`config.mk`:
```
export PLATFORM = sky130hd
export DESIGN_NAME = adler32_multilane_checksum
export DESIGN_NICKNAME = d
export VERILOG_FILES = /design/src/rtl/adl_pkg.sv /design/src/rtl/adl_lane.sv /design/src/rtl/adl_merge.sv /design/src/rtl/adl_accum.sv /design/src/rtl/adler32_multilane_checksum.sv
export SDC_FILE = /design/constraint.sdc
export NUM_CORES = 1
export LEC_CHECK = 0
export BUFFER_PORTS_ARGS = -buffer_cell sky130_fd_sc_hd__buf_2
export CORE_ASPECT_RATIO = 0.8
export CORE_UTILIZATION = 60
export DETAILED_ROUTE_END_ITERATION = 8
export GPL_TIMING_DRIVEN = 0
export PLACE_DENSITY = 0.79
export REMOVE_ABC_BUFFERS = 1
export SLEW_MARGIN = 20
export SYNTH_ARGS = -nofsm -noshare
export SYNTH_HDL_FRONTEND = slang
export SYNTH_SLANG_ARGS = --single-unit
```
`constraint.sdc`:
```
create_clock -name clk -period 19.71 [get_ports clk]
set_input_delay 1.971 -clock clk [delete_from_list [all_inputs] [get_ports clk]]
set_output_delay 1.971 -clock clk [all_outputs]
set_load 0.01 [all_outputs]
```
`src/rtl/adl_pkg.sv`:
```
// ----------------------------------------------------------------------------
// adl_pkg
// Shared types, constants and the modular fold for the Adler-32 datapath.
// ----------------------------------------------------------------------------
package adl_pkg;

  localparam int unsigned ADL_MAX_LANES = 8;
  localparam int unsigned ADL_CNT_W     = 4;
  localparam int unsigned ADL_PLAIN_W   = 11;   // 8 * 255 fits
  localparam int unsigned ADL_WGT_W     = 14;   // 36 * 255 fits
  localparam int unsigned ADL_RAW_W     = 20;   // b + n*a + weighted fits
  localparam logic [16:0] ADL_MOD       = 17'd65521;

  typedef struct packed {
    logic [ADL_CNT_W-1:0] count;
    logic                 first;
    logic [31:0]          seed;
    logic                 last;
  } adl_ctl_t;

  typedef struct packed {
    adl_ctl_t               ctl;
    logic [ADL_PLAIN_W-1:0] plain;
    logic [ADL_WGT_W-1:0]   weighted;
  } adl_s2_t;

  // 2^16 = 15 mod 65521: fold the top nibble, then one conditional subtract
  function automatic logic [15:0] adl_fold(input logic [ADL_RAW_W-1:0] x);
    logic [16:0] t;
    t = 17'(x[15:0]) + 17'({x[19:16], 4'b0000}) - 17'(x[19:16]);
    if (t >= ADL_MOD) begin
      t = t - ADL_MOD;
    end
    return t[15:0];
  endfunction

endpackage

```
`src/rtl/adl_lane.sv`:
```
// ----------------------------------------------------------------------------
// adl_lane
// One byte lane: masks the byte by the count and forms its weighted tap.
// ----------------------------------------------------------------------------
module adl_lane
  import adl_pkg::*;
#(
  parameter int unsigned IDX = 0
) (
  input  logic [7:0]           lane_byte,
  input  logic [ADL_CNT_W-1:0] count,
  output logic [7:0]           plain_o,
  output logic [11:0]          weighted_o
);

  logic                 active;
  logic [ADL_CNT_W-1:0] weight;

  assign active     = count > ADL_CNT_W'(IDX);
  assign weight     = active ? (count - ADL_CNT_W'(IDX)) : '0;
  assign plain_o    = active ? lane_byte : 8'd0;
  assign weighted_o = 12'(weight) * 12'(lane_byte);

endmodule

```
`src/rtl/adl_merge.sv`:
```
// ----------------------------------------------------------------------------
// adl_merge
// Adds the lane results and registers them with the item's control fields.
// ----------------------------------------------------------------------------
module adl_merge
  import adl_pkg::*;
#(
  parameter int unsigned LANES = 8
) (
  input  logic        clk,
  input  logic        rst_n,
  input  logic        adv,
  input  logic        s1_valid,
  input  adl_ctl_t    s1_ctl,
  input  logic [7:0]  plain_i    [LANES],
  input  logic [11:0] weighted_i [LANES],
  output logic        s2_valid_r,
  output adl_s2_t     s2_r
);

  logic [ADL_PLAIN_W-1:0] plain_sum;
  logic [ADL_WGT_W-1:0]   wgt_sum;

  always_comb begin
    plain_sum = '0;
    wgt_sum   = '0;
    for (int i = 0; i < LANES; i++) begin
      plain_sum = plain_sum + ADL_PLAIN_W'(plain_i[i]);
      wgt_sum   = wgt_sum + ADL_WGT_W'(weighted_i[i]);
    end
  end

  always_ff @(posedge clk) begin
    if (!rst_n) begin
      s2_valid_r <= 1'b0;
    end else if (adv) begin
      s2_valid_r <= s1_valid;
    end
  end

  always_ff @(posedge clk) begin
    if (adv) begin
      s2_r.ctl      <= s1_ctl;
      s2_r.plain    <= plain_sum;
      s2_r.weighted <= wgt_sum;
    end
  end

endmodule

```
`src/rtl/adl_accum.sv`:
```
// ----------------------------------------------------------------------------
// adl_accum
// Holds sums a and b and applies one item's lane totals per cycle while upd is set.
// ----------------------------------------------------------------------------
module adl_accum
  import adl_pkg::*;
(
  input  logic        clk,
  input  logic        rst_n,
  input  logic        upd,
  input  adl_s2_t     s2,
  output logic [31:0] sum_nxt
);

  logic [15:0]          sum_low_r;
  logic [15:0]          sum_high_r;
  logic [15:0]          a_src;
  logic [15:0]          b_src;
  logic [ADL_RAW_W-1:0] n_times_a;
  logic [ADL_RAW_W-1:0] a_raw;
  logic [ADL_RAW_W-1:0] b_raw;
  logic [15:0]          a_nxt;
  logic [15:0]          b_nxt;

  assign a_src     = s2.ctl.first ? s2.ctl.seed[15:0]  : sum_low_r;
  assign b_src     = s2.ctl.first ? s2.ctl.seed[31:16] : sum_high_r;
  assign n_times_a = ADL_RAW_W'(a_src) * ADL_RAW_W'(s2.ctl.count);
  assign a_raw     = ADL_RAW_W'(a_src) + ADL_RAW_W'(s2.plain);
  assign b_raw     = ADL_RAW_W'(b_src) + n_times_a + ADL_RAW_W'(s2.weighted);
  assign a_nxt     = adl_fold(a_raw);
  assign b_nxt     = adl_fold(b_raw);
  assign sum_nxt   = {b_nxt, a_nxt};

  always_ff @(posedge clk) begin
    if (!rst_n) begin
      sum_low_r  <= 16'd1;
      sum_high_r <= 16'd0;
    end else if (upd) begin
      sum_low_r  <= a_nxt;
      sum_high_r <= b_nxt;
    end
  end

endmodule

```
`src/rtl/adler32_multilane_checksum.sv`:
```
// ----------------------------------------------------------------------------
// adler32_multilane_checksum
// Adler-32 over up to LANES bytes per transfer, with a per-lane tap stage.
// ----------------------------------------------------------------------------
// Input stream: in_tdata carries the data word, the valid byte count and the
// seed; in_tuser marks the first transfer of a message (load sums from the
// seed), in_tlast the final one. Byte 0 is the earliest. A count above LANES
// counts as LANES, bytes above the count are ignored.
// Output stream: one checksum {b, a} per transfer that had in_tlast set.
// Throughput: one transfer per cycle while not stalled. On its way to
// out_tvalid the checksum of a last transfer passes the input register, the
// lane adder tree register and the output register. The a/b update of the
// accumulator is the feedback loop, closed through the a and b registers.
// Reset (rst_n low, synchronous) empties the pipeline and sets a=1, b=0.
// Stall: while out_tdata waits, transfers keep flowing; in_tready drops only
// when a further last transfer reaches the accumulator with the output full.
// ----------------------------------------------------------------------------
module adler32_multilane_checksum
  import adl_pkg::*;
#(
  parameter int unsigned LANES = 8
) (
  input  logic         clk,
  input  logic         rst_n,
  input  logic         in_tvalid,
  output logic         in_tready,
  input  logic [103:0] in_tdata,   // data_word[63:0], valid_bytes[67:64], seed[99:68], 0
  input  logic         in_tuser,   // first
  input  logic         in_tlast,
  output logic         out_tvalid,
  input  logic         out_tready,
  output logic [31:0]  out_tdata   // checksum[31:0]
);

  logic                 stall;
  logic                 adv;
  logic [ADL_CNT_W-1:0] in_count;
  logic [ADL_CNT_W-1:0] count_sat;

  logic                 s1_valid_r;
  logic [8*LANES-1:0]   s1_data_r;
  adl_ctl_t             s1_ctl_r;

  logic [7:0]           lane_plain [LANES];
  logic [11:0]          lane_wgt   [LANES];

  logic                 s2_valid_r;
  adl_s2_t              s2_r;
  logic [31:0]          sum_nxt;

  logic                 out_valid_r;
  logic [31:0]          out_data_r;

  assign stall     = s2_valid_r && s2_r.ctl.last && out_valid_r && !out_tready;
  assign adv       = !stall;
  assign in_tready = adv;

  assign in_count  = in_tdata[67:64];
  assign count_sat = (in_count > ADL_CNT_W'(LANES)) ? ADL_CNT_W'(LANES) : in_count;

  always_ff @(posedge clk) begin
    if (!rst_n) begin
      s1_valid_r <= 1'b0;
    end else if (adv) begin
      s1_valid_r <= in_tvalid;
    end
  end

  always_ff @(posedge clk) begin
    if (adv) begin
      s1_data_r      <= in_tdata[8*LANES-1:0];
      s1_ctl_r.count <= count_sat;
      s1_ctl_r.first <= in_tuser;
      s1_ctl_r.seed  <= in_tdata[99:68];
      s1_ctl_r.last  <= in_tlast;
    end
  end

  for (genvar g = 0; g < LANES; g++) begin : g_lane
    adl_lane #(
      .IDX(g)
    ) u_lane (
      .lane_byte (s1_data_r[8*g +: 8]),
      .count     (s1_ctl_r.count),
      .plain_o   (lane_plain[g]),
      .weighted_o(lane_wgt[g])
    );
  end

  adl_merge #(
    .LANES(LANES)
  ) u_merge (
    .clk       (clk),
    .rst_n     (rst_n),
    .adv       (adv),
    .s1_valid  (s1_valid_r),
    .s1_ctl    (s1_ctl_r),
    .plain_i   (lane_plain),
    .weighted_i(lane_wgt),
    .s2_valid_r(s2_valid_r),
    .s2_r      (s2_r)
  );

  adl_accum u_accum (
    .clk    (clk),
    .rst_n  (rst_n),
    .upd    (adv && s2_valid_r),
    .s2     (s2_r),
    .sum_nxt(sum_nxt)
  );

  always_ff @(posedge clk) begin
    if (!rst_n) begin
      out_valid_r <= 1'b0;
    end else if (adv && s2_valid_r && s2_r.ctl.last) begin
      out_valid_r <= 1'b1;
    end else if (out_tready) begin
      out_valid_r <= 1'b0;
    end
  end

  always_ff @(posedge clk) begin
    if (adv && s2_valid_r && s2_r.ctl.last) begin
      out_data_r <= sum_nxt;
    end
  end

  assign out_tvalid = out_valid_r;
  assign out_tdata  = out_data_r;

endmodule

```
==> metrics, run 1 <==
status=finished clean; maximum clock rate=about 0.09 GHz; vias in the first global route=18300; setup slack after layout=8310 ps; FP Rows=65; predominant post-synthesis flop cell=edfxtp_1; Iteration-0 DRC Markers=around 1200; root buf cell=clkbuf_16; clk_lat worst skew=roughly 580 ps; Commonest cells post-synth=460 x inv_1, 322 x fa_1, 209 x nand2_1; Die Y=182 um; TritonCTS clock tree=built; drt drc=0; vias=17400; CP max-delay cell=clkinv_1; Post-Route Setup TNS=0 ps; cts repair resizes=0; routed length on met2=26.7 mm; Wirelength per Cell=18.3 um; M1 WL=23.4 mm; total CTS buffers=25; post-synthesis sequential area ratio=27.3%; Final Max Tran Viols=0; routed wire length=about 57 mm; total global routing overflow=0; DRT Pass-1 Iters=8; I/O Pins=144; GPL Wtd Cong=0.981; Hold WC Path Type=flop to flop; Mapped Area=24200 um2; hold path start=s1_ctl_r[15]$_DFFE_PN_; cell count after synthesis=between 2000 and 2500; Area growth syn-to-layout=8.88%; die area=41200 um2; Vias/cell=5.64; H-tree depth=1; die width=roughly 230 um; Avg Cell Area, Syn=9.99 um2; Worst Path Max Fanout=29; largest net degree at the start of global routing=56; total clock sinks=232; Yosys top cell by area=fa_1; slowest stage delay, CP=860 ps; # hold bufs at CTS=0; DP Area=25600 um2; Post-CTS Setup Bufs=0; Max Clock Skew=15.8 ps; Final min period=11400 ps; most common cell in the netlist=inv_1; Post-synth EDFFs=197; worst-margin pin slew=1180 ps; Max clock buf depth=3; Total GRT Usage=28.8%; r2r setup slk=between 8000 and 9000 ps; final hold vios=0; Worst Path Required=20020 ps; top-area cell type share of the netlist area=26.6%; Setup CP Type=flop to flop; Final Cell Area=26400 um2; Detail Route met3 WL=3.42 mm; crit path launch=s1_ctl_r[34]$_SDFFCE_PN0N_; Final Setup Violations=0; ant diodes=0; port bufs=139; hpwl dp=46.1 mm; CP endpoint kind=flop; Reg clk slew, reported paths=60 ps; initial core utilization=61.2%; r2r startpoint=s1_ctl_r[34]$_SDFFCE_PN0N_; Synth cell types=74; initial antenna violation count=0; Max-slew headroom=21.1%; RSZ-0062 raised after global routing=no; fraction of layout cells with a size suffix above 1=9.97%; Post-Place Setup Slack=8470 ps; Max Used Layer=met4; Most common cell on crit path=fa_1; yosys warns=0; Tcrit/Tclk final=roughly 58%; flops & latches, synth=between 200 and 250; Post-DRT Antenna Nets=0; first-pass GRT wire length=92.7 mm; Synth area leaders=fa_1 27%, edfxtp_1 24%, ha_1 10%, inv_1 7.1%, nand2_1 3.2%; core area=39600 um2; Arr. time, crit path=11710 ps; final net count=3163; Top delay family on crit path=adder cells; Async SR Flop Fraction=0%; max_cap viols=0; Finished Core Util=66.6%; crit start category=flop; crit path buf inv count=7
==> routing by layer <==
metal,vias to the layer above,global-route usage (%)
met5,-,0
met4,0,12.9
met3,134,3.77
met2,598,47.9
met1,8592,37.8
li1,8115,-
==> cell type report <==
type / instances / area, um2
fillers: 3111 / 13200
inverters: 462 / 1730
repair buffers: 149 / 893
flip-flops and latches: 232 / 6620
clock inverters: 14 / 136
clock buffers: 32 / 672
well taps: 536 / 671
multi-input cells: 1668 / 15700
==> cells by family (layout without fill, tap and decap cells) <==
group | after synthesis | in the layout | share of synthesized area (%)
adder cells (fa/ha/maj) | 515 | 515 | 36.6
XOR/XNOR | 101 | 101 | 3.65
AND/OR/NAND/NOR | 710 | 710 | 14.4
buffers and inverters | 526 | 657 | 8.22
flip-flops | 232 | 232 | 27.3
AO/OA/AOI/OAI | 304 | 304 | 8.19
multiplexers | 38 | 38 | 1.68
==> state kept, by name, summed over array words and instances, names as in the netlist <==
signal,flops
out_tdata,32
out_tvalid,1
s1_ctl_r,38
s1_data_r,64
s1_valid_r,1
u_accum.sum_high_r,16
u_accum.sum_low_r,16
u_merge.s2_r,63
u_merge.s2_valid_r,1
==> metrics by stage <==
| stage | cells | hold WS [ps] |
|---|---|---|
| after CTS | 3093 | 418 |
| after global placement | 3037 | 401 |
| after floorplan | 2362 | 400 |
| after detailed placement | 3047 | 405 |
| after global routing | 3093 | 427 |
| final | 3093 | 417 |
==> worst paths after layout <==
check	endpoint	cells past startpoint
worst max-delay path	u_merge.s2_r[13]$_DFFE_PN_	31
worst min-delay path	u_merge.s2_r[40]$_DFFE_PN_	0
worst max register to register	u_merge.s2_r[13]$_DFFE_PN_	31
worst min register to register	u_merge.s2_r[40]$_DFFE_PN_	0
==> layout by cell type (no fill, tap or decap), drive strengths merged, types with 20 or more instances in the layout <==
| cell type | instances |
|---|---|
| inv | 463 |
| fa | 322 |
| nand2 | 209 |
| edfxtp | 197 |
| ha | 193 |
| nor2 | 152 |
| buf | 149 |
| and2 | 94 |
| a21oi | 84 |
| xnor2 | 70 |
| o21ai | 64 |
| nand3 | 61 |
| and3 | 55 |
| dfxtp | 35 |
| clkbuf | 32 |
| xor2 | 31 |
| nor3 | 26 |
| or2 | 25 |
| nor2b | 23 |
| a31oi | 23 |
| a21o | 23 |
| mux2 | 21 |
| o21bai | 20 |
==> worst reg2reg max path: cells and delay by family (launching register included) <==
family	cells	cell delay (ps)
simple gates	4	970
xor+xnor	1	170
flops	1	740
buf+inv	7	1470
fa+ha+maj	11	5500
compound gates	8	2280
Power of run 1 is not shown: default switching activity piles up to over one toggle a cycle in this logic, so the estimate is an artifact.
==> inputs of run 2 (changes only) <==
--- a/config.mk
+++ b/config.mk
@@ -5,6 +5,7 @@
 export SDC_FILE = /design/constraint.sdc
 export NUM_CORES = 1
 export LEC_CHECK = 0
+export ABC_AREA = 1
 export BUFFER_PORTS_ARGS = -buffer_cell sky130_fd_sc_hd__buf_2
 export CORE_ASPECT_RATIO = 0.8
 export CORE_UTILIZATION = 60
==> constraint.sdc (replaced) <==
create_clock -name clk -period 11.6 [get_ports clk]
set_input_delay 1.16 -clock clk [delete_from_list [all_inputs] [get_ports clk]]
set_output_delay 1.16 -clock clk [all_outputs]
set_load 0.01 [all_outputs]
==> run 2 against run 1 <==
Net effect:
- clock skew fell by 5.4 ps
- via count rose by 14%
- cell area rose by 3.3%
- sequential share of layout area fell by 0.80 points
- die area rose by 3.2%
- maximum frequency rose by 3.8%
==> metrics, run 2 <==
met2 usage in global routing=50.1% (was 47.9%); I/O Pins=144 (unchanged); Area growth syn-to-layout=8.96% (was 8.88%); Most common cell on crit path=fa_1 (unchanged); global routing usage on met1=45.7% (was 37.8%); port bufs=139 (unchanged); r2r setup slk=620 ps (was 8310 ps); core area=40900 um2 (was 39600 um2); cell count after synthesis=2969 (was 2426); predominant post-synthesis flop cell=edfxtp_1 (unchanged); Largest regs=s1_data_r (64), u_merge.s2_r (63), s1_ctl_r (38) (unchanged); Die Y=185 um (was 182 um); Mapped Area=25000 um2 (was 24200 um2); maximum clock rate=0.0910 GHz (was 0.0877 GHz); Post-Route Setup TNS=0 ps (unchanged); Wirelength per Cell=18.1 um (was 18.3 um); largest family of logic cells by synthesized area=adder cells (unchanged); Synth area leaders=fa_1 26%, edfxtp_1 24%, inv_1 11%, ha_1 9.7%, nand2_1 9.5% (was fa_1 27%, edfxtp_1 24%, ha_1 10%, inv_1 7.1%, nand2_1 3.2%); crit path buf inv count=6 (was 7); die area=42500 um2 (was 41200 um2); status=finished clean (unchanged); CP max-delay cell=edfxtp_1 (was clkinv_1); Post-CTS Setup Bufs=0 (unchanged); cts repair resizes=0 (unchanged); Setup CP Type=flop to flop (unchanged); DRT Pass-1 Iters=7 (was 8); Async SR Flop Fraction=0% (unchanged); Worst Path Required=11970 ps (was 20020 ps); Compound-Gate Fraction of Synth Area=3.71% (was 8.19%); most frequent cells in the layout=729 x inv_1, 633 x nand2_1, 322 x fa_1 (was 460 x inv_1, 322 x fa_1, 209 x nand2_1); worst-margin pin slew=1240 ps (was 1180 ps); root buf cell=clkbuf_16 (unchanged); slowest stage delay, CP=820 ps (was 860 ps); most common cell in the netlist=inv_1 (unchanged); Max Clock Skew=10.4 ps (was 15.8 ps); largest net degree at the start of global routing=95 (was 56); worst reg-to-reg path cell count=36 (was 31); commonest non-fill, non-tap cell in the layout=inv_1 (unchanged); first-pass GRT wire length=106 mm (was 92.7 mm); GPL Wtd Cong=1.01 (was 0.981); Hold Path Depth=0 (unchanged); Fin Hold WS=411 ps (was 417 ps); vias=19800 (was 17400); Worst Path Max Fanout=11 (was 29); fraction of layout cells with a size suffix above 1=7.71% (was 9.97%); adder-cell share of the synthesized area=35.4% (was 36.6%); total clock sinks=232 (unchanged); Yosys top cell by area=fa_1 (unchanged); Top delay family on crit path=adder cells (unchanged); mux share of post-synthesis cell area=0% (was 1.68%); TritonCTS clock tree=built (unchanged); flops & latches, synth=232 (unchanged); simple-gate portion of the synthesized area=19.7% (was 14.4%); hold path start=s1_ctl_r[13]$_DFFE_PN_ (was s1_ctl_r[15]$_DFFE_PN_); FP Rows=66 (was 65); total CTS buffers=26 (was 25); clk_lat worst skew=570 ps (was 580 ps); RR Endpoint=u_merge.s2_r[13]$_DFFE_PN_ (unchanged); Tcrit/Tclk final=94.7% (was 57.8%); Commonest cells post-synth=732 x inv_1, 633 x nand2_1, 322 x fa_1 (was 460 x inv_1, 322 x fa_1, 209 x nand2_1); Vias/cell=5.40 (was 5.64); Max clock buf depth=3 (unchanged); Post-DRT Antenna Nets=0 (unchanged); final net count=3731 (was 3163); yosys warns=0 (unchanged); Avg Cell Area, Syn=8.42 um2 (was 9.99 um2); post-synthesis sequential area ratio=26.5% (was 27.3%); initial antenna violation count=2 (was 0); grt met3 use=6.87% (was 3.77%); Endpoint, Worst Hold=u_merge.s2_r[38]$_DFFE_PN_ (was u_merge.s2_r[40]$_DFFE_PN_); Iteration-0 DRC Markers=1936 (was 1237); max_cap viols=0 (unchanged); die width=230 um (was 227 um); hpwl dp=55.7 mm (was 46.1 mm); total global routing overflow=0 (unchanged); Final min period=10980 ps (was 11400 ps); Reg clk slew, reported paths=70 ps (was 60 ps); # hold bufs at CTS=0 (unchanged); Reg with most FFs=s1_data_r (unchanged); crit start category=flop (unchanged); Hold WC Path Type=flop to flop (unchanged); routed wire length=66.6 mm (was 56.6 mm); Total GRT Usage=32.6% (was 28.8%); Arr. time, crit path=11350 ps (was 11710 ps); Max-slew headroom=16.3% (was 21.1%); Synth cell types=45 (was 74); H-tree depth=1 (unchanged); drt drc=0 (unchanged); vias in the first global route=19800 (was 18300); top-area cell type share of the netlist area=25.8% (was 26.6%); gr busiest metal=met2 (unchanged); Final Max Tran Viols=0 (unchanged); r2r startpoint=s1_ctl_r[35]$_SDFFCE_PN0N_ (was s1_ctl_r[34]$_SDFFCE_PN0N_); Final Setup Violations=0 (unchanged); final hold vios=0 (unchanged); max FFs per register=64 (unchanged); Post-synth EDFFs=197 (unchanged); CP endpoint kind=flop (unchanged); RSZ-0062 raised after global routing=no (unchanged); Synth Area in XOR/XNOR=2.84% (was 3.65%); initial core utilization=61.2% (about the same)
## run 2: cell types whose count changed after synthesis, sizes merged, moves of 21 or more
cell / previous run / this run
a21oi: 84 / 110
and2: 94 / 3
and3: 55 / 1
clkbuf: 54 / 28
inv: 460 / 736
mux2: 21 / 0
nand2: 209 / 656
nand3: 61 / 144
nand4: 7 / 36
nor2: 152 / 317
nor2b: 23 / 0
or2: 25 / 3
xnor2: 70 / 22
xor2: 31 / 59
## run 2: metrics by stage
stage | std cells | area, um2 | setup WS (ps) | util (%)
CTS | 3670 | 27200 | 929 | 66.6
finish | 3671 | 27200 | 617 | 66.7
detailed placement | 3622 | 26400 | 977 | 64.6
floorplan | 2930 | 24800 | 2900 | -
global placement | 3613 | 26200 | 411 | 64.1
global route | 3670 | 27200 | 430 | 66.7
## run 2: how the worst max path moves through the flow
stage | from | cells after the start | slack (ps) | end
finish | s1_ctl_r[35]$_SDFFCE_PN0N_ | 36 | 620 | u_merge.s2_r[13]$_DFFE_PN_
global route | s1_ctl_r[34]$_SDFFCE_PN0N_ | 36 | 430 | u_merge.s2_r[13]$_DFFE_PN_
CTS | s1_ctl_r[34]$_SDFFCE_PN0N_ | 36 | 930 | u_merge.s2_r[13]$_DFFE_PN_
detailed placement | s1_ctl_r[34]$_SDFFCE_PN0N_ | 36 | 980 | u_merge.s2_r[13]$_DFFE_PN_
global placement | s1_ctl_r[34]$_SDFFCE_PN0N_ | 36 | 410 | u_merge.s2_r[13]$_DFFE_PN_
floorplan | s1_ctl_r[34]$_SDFFCE_PN0N_ | 36 | 2900 | u_merge.s2_r[13]$_DFFE_PN_
## run 2: per-layer routing
layer  routed length (um)  vias up
li1                     -     9283
met1                28500     9500
met2                28900      897
met3                 6500      144
met4                 2690        2
met5                   12        -
## run 2: layout make-up
class / instances / area [um2]
antenna: 1 / 2.50
clock buffer: 33 / 718
clock inverter: 15 / 104
fill: 3371 / 13600
inverter: 741 / 2790
multi-input combinational: 1957 / 15400
sequential: 232 / 6620
tap: 544 / 681
timing repair buffer: 148 / 886
## run 2: cell families after synthesis
kind of cell,Yosys count
buf+inv,780
xor+xnor,81
simple gates,1186
fa+ha+maj,515
flops,232
compound gates,175
Power of run 2 is left out for the same reason.
